File: src/design/mrrb_pkg.sv
// ----------------------------------------------------------------------------
// mrrb_pkg
// Shared constants, command codes and types of the multi-reader ring buffer.
// ----------------------------------------------------------------------------
package mrrb_pkg;

  localparam int DEPTH       = 1024;
  localparam int READERS     = 4;
  localparam int ADDR_W      = 10;
  localparam int LEN_W       = 11;
  localparam int QUEUE_DEPTH = 4;
  localparam int QPTR_W      = 2;
  localparam int QCNT_W      = 3;

  localparam logic [7:0]       FILL_BYTE        = 8'd48;
  localparam logic [LEN_W-1:0] RING_LEN_RESET   = 11'd1024;
  localparam logic [2:0]       ACTIVE_RESET     = 3'd1;

  localparam logic [1:0] CMD_WRITE_BYTE   = 2'd0;
  localparam logic [1:0] CMD_COMMIT_WRITE = 2'd1;
  localparam logic [1:0] CMD_READ_BYTE    = 2'd2;
  localparam logic [1:0] CMD_COMMIT_READ  = 2'd3;

  localparam logic CFG_RING_LENGTH    = 1'b0;
  localparam logic CFG_ACTIVE_READERS = 1'b1;

  // One classified command on its way from the front to the back
  typedef struct packed {
    logic                              status;
    logic                              do_write;
    logic                              do_read;
    logic [ADDR_W-1:0]                 addr;
    logic [7:0]                        data;
    logic [READERS-1:0][ADDR_W-1:0]    space;
    logic [ADDR_W-1:0]                 avail;
    logic [LEN_W-1:0]                  contig;
    logic [ADDR_W-1:0]                 start;
  } entry_t;

  typedef struct packed {
    logic full;
    logic empty;
  } fifo_stat_t;

endpackage

File: src/design/mrrb_fifo.sv
// ----------------------------------------------------------------------------
// mrrb_fifo
// Short queue of classified commands between the front and the back.
// ----------------------------------------------------------------------------
module mrrb_fifo (
  input  logic                clk,
  input  logic                rst,
  input  logic                push,
  input  mrrb_pkg::entry_t    push_entry,
  input  logic                pop,
  output mrrb_pkg::entry_t    pop_entry,
  output mrrb_pkg::fifo_stat_t stat
);

  mrrb_pkg::entry_t                  entries [mrrb_pkg::QUEUE_DEPTH];
  logic [mrrb_pkg::QPTR_W-1:0]       wr_ptr;
  logic [mrrb_pkg::QPTR_W-1:0]       rd_ptr;
  logic [mrrb_pkg::QCNT_W-1:0]       count;

  assign pop_entry  = entries[rd_ptr];
  assign stat.full  = (count == mrrb_pkg::QCNT_W'(mrrb_pkg::QUEUE_DEPTH));
  assign stat.empty = (count == '0);

  always_ff @(posedge clk) begin
    if (push) begin
      entries[wr_ptr] <= push_entry;
    end
  end

  always_ff @(posedge clk) begin
    if (rst) begin
      wr_ptr <= '0;
      rd_ptr <= '0;
      count  <= '0;
    end else begin
      if (push) begin
        wr_ptr <= wr_ptr + 1'b1;
      end
      if (pop) begin
        rd_ptr <= rd_ptr + 1'b1;
      end
      if (push && !pop) begin
        count <= count + 1'b1;
      end else if (pop && !push) begin
        count <= count - 1'b1;
      end
    end
  end

endmodule

File: config.mk
export PLATFORM = sky130hd
export DESIGN_NAME = mrrb_fifo
export DESIGN_NICKNAME = d
export VERILOG_FILES = /design/src/design/mrrb_pkg.sv /design/src/design/mrrb_fifo.sv
export SDC_FILE = /design/constraint.sdc
export NUM_CORES = 1
export LEC_CHECK = 0
export BUFFER_PORTS_ARGS = -buffer_cell sky130_fd_sc_hd__buf_2
export CORE_MARGIN = 2
export CORE_UTILIZATION = 50
export DETAILED_ROUTE_END_ITERATION = 6
export GPL_ROUTABILITY_DRIVEN = 0
export GPL_TIMING_DRIVEN = 1
export PLACE_DENSITY_LB_ADDON = 0.2
export SYNTH_ARGS = -nofsm -noshare
export SYNTH_HDL_FRONTEND = slang
export SYNTH_SLANG_ARGS = --single-unit
File: constraint.sdc
create_clock -name clk -period 4.35 [get_ports clk]
set_input_delay 0.87 -clock clk [delete_from_list [all_inputs] [get_ports clk]]
set_output_delay 0.87 -clock clk [all_outputs]
set_load 0.01 [all_outputs]
==> metrics.md <==
| Metric | Value |
|---|---|
| Run status | complete, no violations |
| Clock-pin slew on the worst setup and hold paths | 60 ps |
| Synth Instances | 524 |
| Final clock skew | 15.7 ps |
| Unrepaired setup endpoints after global routing | false |
| Die Y | 170 um |
| DP HPWL | 15000 um |
| Pre-CTS WS | 1390 ps |
| Largest net degree at the start of global routing | 57 |
| Synth area leaders | edfxtp_1 81%, mux4_2 15%, dfxtp_1 1.3% |
| Setup TNS | 0 ps |
| Syn_area_per_cell | 26.2 um2 |
| H-tree Lvls | 2 |
| Global-route wire length before repair | 37700 um |
| Routed Antenna Nets | 0 |
| Synth Cell Area | 0.0137 mm2 |
| Setup bufs post-CTS | 0 |
| Fin nets | 844 |
| DIE AREA | 0.0288 mm2 |
| EDFF count, synth | 368 |
| Power per cell area | 499 mW/mm2 |
| Post-synth top area share | 0.806 |
| Post-Route WL | 24800 um |
| Syn Nets | 626 |
| Root Driver | clkbuf_16 |
| Vias in the first global route | 6658 |
| Uppermost layer routed | met4 |
| Most common library cells after synthesis | 368 x edfxtp_1, 92 x mux4_2, 9 x buf_2, 9 x buf_6, 9 x dfxtp_1 |
| Hold_buf cts | 0 |
| Post-CTS resize count | 0 |
| Final instance area | 0.0163 mm2 |
| Worst slew pin tran | 860 ps |
| Num CTS Buffers | 39 |
| Met3 WL | 1400 um |
| Max-cap violations | 0 |
| Row count | 60 |
| Max Slew Vio Count | 0 |
| Worst vdd ir | 0.325 mV |
| Remaining Overflow, GRT | 0 |
| Slew margin rel. | 0.427 |
| Fin crit period | 3400 ps |
| CTS tree | built |
| Min-Delay Path Class | reg -> reg |
| Vias per inst | 5.52 |
| Wire per inst | 22.3 um |
| Crit path capture type | output pin |
| Period utilization | 0.782 |
| Top_reg_cell synth | edfxtp_1 |
| CP arrival | 2530 ps |
| Wl on met1 | 10300 um |
| DRT iter0 DRCs | 507 |
| Crit path kind | reg -> out |
| Syn. warnings | 0 |
| DRC violations left | 0 |
| CTS Sinks | 377 |
| Crit-path max FO | 40 |
| IO buf count | 189 |
| Startpoint Class | flip-flop |
| Io pins | 190 |
| Post-layout power | 8.14 mW |
| Fmax | 294 MHz |
| Layout area overhead | 19.1% |
| Initial antenna violation count | 2 |
| Total global-route track usage | 0.176 |
| Area leader, netlist | edfxtp_1 |
| Synth unique cells | 20 |
| Core area | 0.0270 mm2 |
| Setup Viol. Count Final | 0 |
| Placement Cell Area | 0.0151 mm2 |
| TritonRoute pass-1 iters | 4 |
| Leading cell type by number of instances after synthesis | edfxtp_1 |
| Yosys reg bits | 377 |
| Register area share after synthesis | 0.819 |
| Final Worst Setup Slack | 950 ps |
| Util after Layout | 0.606 |
| Final Hold Fails | 0 |
| Via count | 6138 |
| Leak | 5.51 nW |
| Layout cells sized above 1 | 0.454 |
| CP required | 3480 ps |
| Metal2 WL | 12600 um |
| Max clock buf depth | 3 |
| Width of the chip | 170 um |
| Initial Util | 0.509 |
| Asr flop ratio synth | 0 |
| Worst skew pair latency | 510 ps |
## critical path, cell delays in order (launching register included)
cell     delay, ps
dfxtp_4        880
buf_4          390
mux4_2         550
buf_2          160
## layout by cell type, fill, tap and decap left out
master     netlist  routed
nor3b_1          1       1
o21ai_0          1       1
clkinv_2         0       7
nand2_1          1       1
inv_1            4       4
buf_2            9     189
xnor2_1          2       2
a21oi_1          1       1
and2_4           0       4
bufinv_16        0       3
clkbuf_8         0       2
fa_1             1       1
nor3_1           1       1
ha_1             5       5
dfxtp_1          9       7
diode_2          0       2
clkinv_1         0       5
dfxtp_4          0       2
edfxtp_1       368     368
mux4_2          92      92
clkbuf_16        0      41
clkbuf_1         3      10
nor2_1           7       7
or3_1            1       1
buf_12           0       6
xor2_1           3       3
mux2i_1          2       2
buf_4            0       3
## where the power goes
| group | switching [mW] | leakage (nW) | total, mW | internal (mW) |
|---|---|---|---|---|
| Combinational | 0.378 | 1.44 | 0.726 | 0.347 |
| Clock | 1.24 | 0.609 | 3.17 | 1.93 |
| Sequential | 0.0775 | 3.46 | 4.25 | 4.17 |
| Total | 1.70 | 5.51 | 8.14 | 6.45 |
## state kept, by name, indices dropped and copies added, names as in the netlist, named ones only
signal,count
count,3
entries,368
rd_ptr,2
wr_ptr,2
## cell families (layout without fill, tap and decap cells)
kind of cell,Yosys count,after routing,share of synthesized area
XOR/XNOR,5,5,0.00320
adder cells (fa/ha/maj),6,6,0.00603
multiplexers,94,94,0.153
AND/OR/NAND/NOR,15,15,0.00539
flip-flops,377,377,0.819
buffers and inverters,25,270,0.0126
AO/OA/AOI/OAI,2,2,0.000730
other,0,2,0
## layer usage
metal / vias up / global-route usage
li1: 2695 / -
met1: 3219 / 0.228
met2: 182 / 0.298
met3: 42 / 0.0375
met4: 0 / 0.0602
met5: - / 0
## metrics by stage
stage | std cells | hold slack (ps)
finish | 1112 | 528
global route | 1111 | 551
CTS | 1110 | 521
detailed placement | 1042 | 513
global placement | 1042 | 477
floorplan | 524 | 466
## final timing paths
path / from / to / slack [ps] / cells after the start
hold reg to reg: count[2] / count[2] / 530 / 2
hold / removal: count[2] / count[2] / 530 / 2
setup reg to reg: wr_ptr[0] / entries[3][74] / 2450 / 3
setup / recovery: flip-flop / pop_entry[38] / 950 / 3
## layout make-up
| class | count | area, um2 |
|---|---|---|
| sequential | 377 | 11200 |
| fill | 1850 | 10600 |
| multi-input combinational | 122 | 2310 |
| clock buffer | 53 | 1090 |
| timing repair buffer | 198 | 1090 |
| tap | 341 | 427 |
| clock inverter | 15 | 144 |
| inverter | 4 | 15.0 |
| antenna | 2 | 5.00 |
(Power assumes the default switching activity.)
