**src/design/mrrb_pkg.sv**
```systemverilog
// ----------------------------------------------------------------------------
// mrrb_pkg
// Shared constants, command codes and types of the multi-reader ring buffer.
// ----------------------------------------------------------------------------
package mrrb_pkg;

  localparam int DEPTH       = 1024;
  localparam int READERS     = 4;
  localparam int ADDR_W      = 10;
  localparam int LEN_W       = 11;
  localparam int QUEUE_DEPTH = 4;
  localparam int QPTR_W      = 2;
  localparam int QCNT_W      = 3;

  localparam logic [7:0]       FILL_BYTE        = 8'd48;
  localparam logic [LEN_W-1:0] RING_LEN_RESET   = 11'd1024;
  localparam logic [2:0]       ACTIVE_RESET     = 3'd1;

  localparam logic [1:0] CMD_WRITE_BYTE   = 2'd0;
  localparam logic [1:0] CMD_COMMIT_WRITE = 2'd1;
  localparam logic [1:0] CMD_READ_BYTE    = 2'd2;
  localparam logic [1:0] CMD_COMMIT_READ  = 2'd3;

  localparam logic CFG_RING_LENGTH    = 1'b0;
  localparam logic CFG_ACTIVE_READERS = 1'b1;

  // One classified command on its way from the front to the back
  typedef struct packed {
    logic                              status;
    logic                              do_write;
    logic                              do_read;
    logic [ADDR_W-1:0]                 addr;
    logic [7:0]                        data;
    logic [READERS-1:0][ADDR_W-1:0]    space;
    logic [ADDR_W-1:0]                 avail;
    logic [LEN_W-1:0]                  contig;
    logic [ADDR_W-1:0]                 start;
  } entry_t;

  typedef struct packed {
    logic full;
    logic empty;
  } fifo_stat_t;

endpackage

```
**src/design/mrrb_front.sv**
```systemverilog
// ----------------------------------------------------------------------------
// mrrb_front
// Accepts commands, checks arguments, moves head and tails, and works out
// the reported figures from the updated pointers in a second stage.
// ----------------------------------------------------------------------------
module mrrb_front (
  input  logic                 clk,
  input  logic                 rst,
  input  logic                 cfg_we,
  input  logic                 cfg_index,
  input  logic [10:0]          cfg_data,
  input  logic                 s_tvalid,
  output logic                 s_tready,
  input  logic [31:0]          s_tdata,
  input  logic [1:0]           s_tuser,
  input  logic                 clr_busy,
  input  mrrb_pkg::fifo_stat_t fifo_stat,
  output logic                 push,
  output mrrb_pkg::entry_t     push_entry
);

  localparam int AW = mrrb_pkg::ADDR_W;
  localparam int LW = mrrb_pkg::LEN_W;

  logic [LW-1:0] ring_len;
  logic [2:0]    active;
  logic [AW-1:0] head;
  logic [AW-1:0] tails [mrrb_pkg::READERS];

  logic          s2_valid;
  logic          s2_status;
  logic [1:0]    s2_cmd;
  logic [AW-1:0] s2_addr;
  logic [7:0]    s2_data;
  logic [1:0]    s2_rid;
  logic [LW-1:0] s2_len;

  // Stage 1: decode and pointer update
  logic [1:0]    cmd;
  logic [1:0]    rid;
  logic [AW-1:0] off;
  logic [LW-1:0] len;
  logic [7:0]    dbyte;
  logic          rid_ok;
  logic          off_bad;
  logic          len_bad;
  logic          bad;
  logic [AW-1:0] base;
  logic [LW-1:0] step;
  logic [LW:0]   sum;
  logic [LW:0]   wrapped;
  logic [AW-1:0] wrap_pos;
  logic          accept;
  logic [LW-1:0] rl_clamped;
  logic [2:0]    act_clamped;

  assign cmd   = s_tuser;
  assign rid   = s_tdata[1:0];
  assign off   = s_tdata[11:2];
  assign len   = s_tdata[22:12];
  assign dbyte = s_tdata[30:23];

  assign rid_ok  = (int'(rid) < mrrb_pkg::READERS);
  assign off_bad = ({1'b0, off} >= ring_len);
  assign len_bad = (len > ring_len);

  always_comb begin
    case (cmd)
      mrrb_pkg::CMD_WRITE_BYTE:   bad = off_bad;
      mrrb_pkg::CMD_COMMIT_WRITE: bad = len_bad;
      mrrb_pkg::CMD_READ_BYTE:    bad = !rid_ok || off_bad;
      mrrb_pkg::CMD_COMMIT_READ:  bad = !rid_ok || len_bad;
      default:                    bad = 1'b1;
    endcase
  end

  assign base = (cmd inside {mrrb_pkg::CMD_WRITE_BYTE, mrrb_pkg::CMD_COMMIT_WRITE}) ?
                head : tails[rid];
  assign step = (cmd inside {mrrb_pkg::CMD_WRITE_BYTE, mrrb_pkg::CMD_READ_BYTE}) ?
                {1'b0, off} : len;
  assign sum      = (LW+1)'(base) + (LW+1)'(step);
  assign wrapped  = (sum >= (LW+1)'(ring_len)) ? (sum - (LW+1)'(ring_len)) : sum;
  assign wrap_pos = wrapped[AW-1:0];

  assign s_tready = !clr_busy && (!s2_valid || !fifo_stat.full);
  assign accept   = s_tvalid && s_tready;
  assign push     = s2_valid && !fifo_stat.full;

  assign rl_clamped = (cfg_data < 11'd2) ? 11'd2 :
                      (cfg_data > LW'(mrrb_pkg::DEPTH)) ? LW'(mrrb_pkg::DEPTH) : cfg_data;
  assign act_clamped = (cfg_data[2:0] > 3'(mrrb_pkg::READERS)) ?
                       3'(mrrb_pkg::READERS) : cfg_data[2:0];

  always_ff @(posedge clk) begin
    if (rst) begin
      ring_len <= mrrb_pkg::RING_LEN_RESET;
      active   <= mrrb_pkg::ACTIVE_RESET;
      head     <= '0;
      for (int i = 0; i < mrrb_pkg::READERS; i++) begin
        tails[i] <= '0;
      end
      s2_valid <= 1'b0;
    end else begin
      if (cfg_we) begin
        case (cfg_index)
          mrrb_pkg::CFG_RING_LENGTH: begin
            // a new length restarts all pointers
            ring_len <= rl_clamped;
            head     <= '0;
            for (int i = 0; i < mrrb_pkg::READERS; i++) begin
              tails[i] <= '0;
            end
          end
          mrrb_pkg::CFG_ACTIVE_READERS: active <= act_clamped;
          default: ;
        endcase
      end
      if (accept && !bad) begin
        if (cmd == mrrb_pkg::CMD_COMMIT_WRITE) begin
          head <= wrap_pos;
        end else if (cmd == mrrb_pkg::CMD_COMMIT_READ) begin
          tails[rid] <= wrap_pos;
        end
      end
      if (accept) begin
        s2_valid <= 1'b1;
      end else if (push) begin
        s2_valid <= 1'b0;
      end
    end
  end

  always_ff @(posedge clk) begin
    if (accept) begin
      s2_status <= bad;
      s2_cmd    <= cmd;
      s2_addr   <= wrap_pos;
      s2_data   <= dbyte;
      s2_rid    <= rid;
      s2_len    <= len;
    end
  end

  // Stage 2: figures from the pointers as this command left them
  logic [LW-1:0] lm1;
  logic [AW-1:0] sel_t;
  logic          s2_rid_ok;
  logic [LW-1:0] tail_gap;

  assign lm1       = ring_len - 1'b1;
  assign s2_rid_ok = (int'(s2_rid) < mrrb_pkg::READERS);
  assign sel_t     = tails[s2_rid];
  assign tail_gap  = ring_len - LW'(sel_t);

  always_comb begin
    logic [LW-1:0] raw;
    logic [LW-1:0] sp;
    logic [LW-1:0] av;
    push_entry.status   = s2_status;
    push_entry.do_write = (s2_cmd == mrrb_pkg::CMD_WRITE_BYTE) && !s2_status;
    push_entry.do_read  = (s2_cmd == mrrb_pkg::CMD_READ_BYTE) && !s2_status;
    push_entry.addr     = s2_addr;
    push_entry.data     = s2_data;
    for (int i = 0; i < mrrb_pkg::READERS; i++) begin
      raw = LW'(tails[i]) - LW'(head) + ((tails[i] < head) ? ring_len : '0);
      sp  = (raw == '0) ? lm1 : (raw - 1'b1);
      push_entry.space[i] = (i < int'(active)) ? sp[AW-1:0] : lm1[AW-1:0];
    end
    if (sel_t < head) begin
      av = LW'(head) - LW'(sel_t);
    end else if (sel_t > head) begin
      av = tail_gap + LW'(head);
    end else begin
      av = '0;
    end
    if (s2_rid_ok) begin
      push_entry.avail  = av[AW-1:0];
      push_entry.contig = ((sel_t < head) || (tail_gap >= s2_len)) ? s2_len : tail_gap;
      push_entry.start  = sel_t;
    end else begin
      push_entry.avail  = '0;
      push_entry.contig = '0;
      push_entry.start  = '0;
    end
  end

endmodule

```
**config.mk**
```make
export PLATFORM = sky130hd
export DESIGN_NAME = mrrb_front
export DESIGN_NICKNAME = d
export VERILOG_FILES = /design/src/design/mrrb_pkg.sv /design/src/design/mrrb_front.sv
export SDC_FILE = /design/constraint.sdc
export NUM_CORES = 1
export LEC_CHECK = 0
export BUFFER_PORTS_ARGS = -buffer_cell sky130_fd_sc_hd__buf_4
export CORE_AREA = 2 2 183 185
export DETAILED_ROUTE_END_ITERATION = 12
export DIE_AREA = 0 0 185 187
export MAX_ROUTING_LAYER = met4
export PLACE_DENSITY = 0.68
export SYNTH_ARGS = -nofsm -noshare
export SYNTH_HDL_FRONTEND = slang
export SYNTH_SLANG_ARGS = --single-unit
```
**constraint.sdc**
```tcl
create_clock -name clk -period 6.54 [get_ports clk]
set_input_delay 0.327 -clock clk [delete_from_list [all_inputs] [get_ports clk]]
set_output_delay 0.327 -clock clk [all_outputs]
set_load 0.005 [all_outputs]
```
==> results of run 1 <==
## placed cells by master (no fill, tap or decap), types with 20 or more instances in the layout
cell / instances
a21o_1: 24
a21oi_1: 65
buf_4: 171
dfxtp_1: 27
edfxtp_1: 74
fa_1: 45
ha_1: 171
inv_1: 179
mux2i_1: 53
mux4_2: 20
nand2_1: 120
nor2_1: 116
nor2b_1: 25
nor3_1: 38
o21ai_0: 67
xnor2_1: 73
xor2_1: 33
## stage by stage
stage | instance area (µm²) | worst slack (ns) | hold WS [ns] | std cells
3_5_place_dp | 14500 | 0.814 | 0.463 | 2032
4_1_cts | 14800 | 0.398 | 0.135 | 2048
3_3_place_gp | 14500 | 0.899 | 0.455 | 2032
2_1_floorplan | 12800 | 1.06 | 0.426 | 1453
6_report | 14800 | 0.358 | 0.140 | 2049
5_1_grt | 14800 | -0.00919 | 0.137 | 2049
## logic make-up after synthesis
logic type | synth area share, %
simple gates | 15.9
mux | 9.49
xor+xnor | 7.41
buf+inv | 6.60
fa+ha+maj | 23.7
compound gates | 15.4
flops | 21.5
## final timing paths
check	endpoint	slack, ns	cells past startpoint
setup / recovery	push_entry[65]	0.36	20
hold / removal	s2_data[4]	0.14	1
setup reg to reg	tails[3][2]	0.84	18
hold reg to reg	register	0.48	1
## report_power, final
group | total, mW | internal [mW] | switching (mW) | leakage (nW)
Clock | 0.505 | 0.260 | 0.245 | 0.133
Sequential | 0.782 | 0.734 | 0.0487 | 0.966
Combinational | 1.85 | 0.823 | 1.03 | 5.38
## registers in the layout (all words and copies together) (netlist names), named ones only
signal	count
active	3
head	10
ring_len	11
s2_addr	10
s2_cmd	2
s2_data	8
s2_len	11
s2_rid	2
s2_status	1
s2_valid	1
tails	40
## final cells by class
class	count	area share, %
Multi-Input combinational cell	1133	62.4
Sequential cell	101	18.7
Timing Repair Buffer	171	8.68
Inverter	180	4.57
Tap cell	448	3.79
Clock buffer	9	1.52
Clock inverter	7	0.347
## worst max-delay path, cell delays in order (launching register included)
cell and delay, ns:
dfxtp_1 0.31, inv_1 0.27, ha_1 0.30, and3_1 0.17, a221oi_1 0.32, o21ai_0 0.18, a21o_1 0.20, a21oi_1 0.26
and2_1 0.19, fa_1 0.46, fa_1 0.49, a211oi_2 0.29, o21bai_1 0.13, and2_1 0.19, o21ai_0 0.27, xor2_1 0.29
nand3b_1 0.13, o41ai_2 0.40, buf_4 0.27, mux2i_1 0.21, buf_4 0.15
## layer usage
metal	global-route usage, %	vias up
met3	4.52	132
met2	37.8	522
li1	-	5458
met5	-	-
met1	30.6	5471
met4	12.0	0
==> impl_metrics.ini, run 1 <==
[synth]
seq_area_frac_synth_pct = 21.5
synthesis.nets = 1722
synth_edf_count = 74
ys_types = 83
synthArstFlopShare_pct = 0
ys_top_cells_by_area = edfxtp_1, ha_1, fa_1, inv_1, xnor2_1
yosys.area.top_type = edfxtp_1
synth-seq-cells = 101
netlist_instances = 1453
syn_area_um2 = 12800
yosysTopAreaCellShare_pct = 17.3
synth_warnings = 0
yosysMostFrequentCell = inv_1
yosys-top-cells-count = inv_1, ha_1, nand2_1
synthFlopType = edfxtp_1
synth_area_per_cell_um2 = 8.83

[global_route]
grt_pass1_vias = 11200
grt_first_pass_wirelength_um = 63000
grt-ovfl-total = 0
grt_antenna_before_repair = 1
grt_max_degree = 35
grt.total_usage_pct = 24.4

[clocking]
cts_buffers = 9
cts_resized = 0
clk_path_buf_depth = 2
post_cts_buffers = 0
clk_pin_slew_ns = 0.07
cts_tree = built
cts_max_level = 3
hold_buffers = 0
cts_root_buf = clkbuf_16
cts.sinks = 101
clkLatencyLatePin_ns = 0.36

[layout]
fill_cells = 3217
drive_above_1_share_pct = 14.8
diodes = 0
syn_to_final_growth_pct = 15.2
fin_util_pct = 45.0
multi_input_area_um2 = 9230
nets = 1865
ff_latch_area_um2 = 2760

[floorplanning]
dieArea_um2 = 34600
die_y_um = 187
pin_count = 147
core_um2 = 32900
die_w_um = 185
start_util_pct = 39.1
row_count = 67

[sta]
setup_violations = 0
finalHoldViolations = 0
worstMarginPinSlew_ns = 1.26
max_freq_ghz = 0.162
layout_min_cycle_time_ns = 6.18
finalCritPeriodShare_pct = 94.5
max-slew-margin-rel_pct = 15.3
worst_clock_skew_ns = 0.0100
final.setup.tns_ns = 0
maxSlewViolCount = 0

[setup_path]
start_kind = register
worstPathRequired_ns = 6.21
criticalPathCategory = register to primary output
critPathArrivalTime_ns = 5.85
crit_start = head[3]
cp-end-kind = primary output
r2r_start = tails[3][0]
cp_max_fo = 9

[routing]
drt-pass1-iter-count = 6
viasPerCell = 5.65
ant_nets = 0
wl_met1_um = 17000
drcViolationCount = 0
wl_met3_um = 3530
vias = 11600
wl_um = 41200
met2_length_um = 18500
wl_per_cell_um = 20.1
drt_iter0_drc = 884
top_layer = met4

[power]
p_leak_nw = 6.48
total_power_mw = 3.14
p_per_area_nw_per_um2 = 212
ir_drop_mv = 0.123

[run]
drv_cap = 0

[placement]
io_buffers = 144
globalplace.congestion = 0.971
dpl.hpwl_um = 33200

[run_status]
outcome = completed

[hold_path]
hp-class = primary input to register
worstHoldStart = s_tdata[27]
Note: power is estimated with default switching activity, not from simulation.
==> run 2, diff against run 1 <==
- RECOVER_POWER: default -> 100
==> impl_metrics.ini, run 2 (synthesis gave the netlist of run 1 again) <==
[hold_path]
hp-class = primary input to register
worstHoldStart = s_tdata[27]

[layout]
drive_above_1_share_pct = 12.6
final_cell_area_um2 = 14600
fin_util_pct = 44.6
fill_cells = 3253
reg_top3 = tails (40), ring_len (11), s2_len (11)
largest-register = tails
diodes = 0
ff_latch_area_um2 = 2760
final_cell_mix = inv_1, ha_1, nand2_1, nor2_1, edfxtp_1
final_common_cell = inv_1
multi_input_area_um2 = 9200
largest_reg_flops = 40
nets = 1865
syn_to_final_growth_pct = 14.1

[clocking]
cts.sinks = 101
clk_pin_slew_ns = 0.07
hold_buffers = 0
cts_root_buf = clkbuf_16
cts_tree = built
clk_path_buf_depth = 2
clkLatencyLatePin_ns = 0.36
cts_buffers = 9
post_cts_buffers = 0
cts_max_level = 3
cts_resized = 0

[sta]
finalCritPeriodShare_pct = 96.3
worstMarginPinSlew_ns = 1.90
maxSlewViolCount = 35
worst_clock_skew_ns = 0.00954
max_freq_ghz = 0.159
final.setup.tns_ns = 0
setup_violations = 0
holdWs_ns = 0.163
finalHoldViolations = 0
max-slew-margin-rel_pct = -26.5
layout_min_cycle_time_ns = 6.30

[global_route]
grt_pass1_vias = 11200
grt_max_degree = 35
grt_antenna_before_repair = 1
grt_first_pass_wirelength_um = 63000
grt-ovfl-total = 0
grt.total_usage_pct = 24.4

[routing]
drt_iter0_drc = 868
vias = 11600
drcViolationCount = 0
ant_nets = 0
wl_um = 41200
viasPerCell = 5.64
wl_per_cell_um = 20.1
drt-pass1-iter-count = 5

[floorplanning]
row_count = 67
pin_count = 147
core_um2 = 32900
start_util_pct = 39.1
die_w_um = 185
dieArea_um2 = 34600
die_y_um = 187

[setup_path]
r2r_start = tails[3][0]
criticalPathCategory = register to primary output
reg2reg_slack_ns = 0.74
crit_start = head[7]
worstPathRequired_ns = 6.21
cp_max_fo = 10
cp-end-kind = primary output
start_kind = register
critPathArrivalTime_ns = 5.97

[placement]
placed_cell_area_um2 = 14500
dpl.hpwl_um = 33200
io_buffers = 144
globalplace.congestion = 0.971

[power]
p_per_area_nw_per_um2 = 211
ir_drop_mv = 0.123
p_leak_nw = 6.34
total_power_mw = 3.09

[run_status]
violations = capacitance limit, slew limit
outcome = finished with violations

[run]
drv_cap = 1
==> run 2: path summary, 6_finish.rpt <==
path | cells after the start | endpoint
setup / recovery | 16 | push_entry[48]
hold / removal | 1 | s2_data[4]
setup reg to reg | 19 | tails[3][5]
hold reg to reg | 1 | register
==> run 2: report_power, final <==
group / switching (mW) / total, mW / internal [mW]
clock: 0.247 / 0.507 / 0.260
combinational: 1.02 / 1.80 / 0.782
sequential: 0.0488 / 0.783 / 0.734
==> run 2: worst max-delay path: stages (launching register included) <==
cell	delay, ns
dfxtp_1	0.33
inv_1	0.26
ha_1	0.33
a2111oi_0	0.67
a21o_1	0.37
and2_0	0.19
fa_1	0.48
fa_1	0.50
a211o_1	0.31
a21o_1	0.17
a211oi_1	0.35
o22ai_1	0.24
or4_1	0.56
nor3_1	0.31
nor2_4	0.15
mux2i_1	0.22
clkbuf_4	0.18
==> run 2: final cells by class <==
class                           count  area share (%)
Clock buffer                        9            1.54
Clock inverter                      7           0.350
Inverter                          180            4.61
Multi-Input combinational cell   1133            62.9
Sequential cell                   101            18.9
Tap cell                          448            3.83
Timing Repair Buffer              171            7.93
==> run 2: layer usage <==
| metal | global-route usage, % | wire length [µm] | vias to the layer above | share of wire (%) |
|---|---|---|---|---|
| met5 | - | 0 | - | 0 |
| met4 | 12.0 | 2280 | 0 | 5.5 |
| met3 | 4.52 | 3630 | 136 | 8.8 |
| met2 | 37.8 | 18400 | 516 | 45 |
| met1 | 30.6 | 16900 | 5446 | 41 |
| li1 | - | - | 5457 | - |
==> run 2: through the flow <==
stage | worst slack (ns) | instances
floorplan | 1.06 | 1453
CTS | 0.398 | 2048
finish | 0.243 | 2049
global placement | 0.899 | 2032
detailed placement | 0.814 | 2032
global route | -0.00814 | 2049
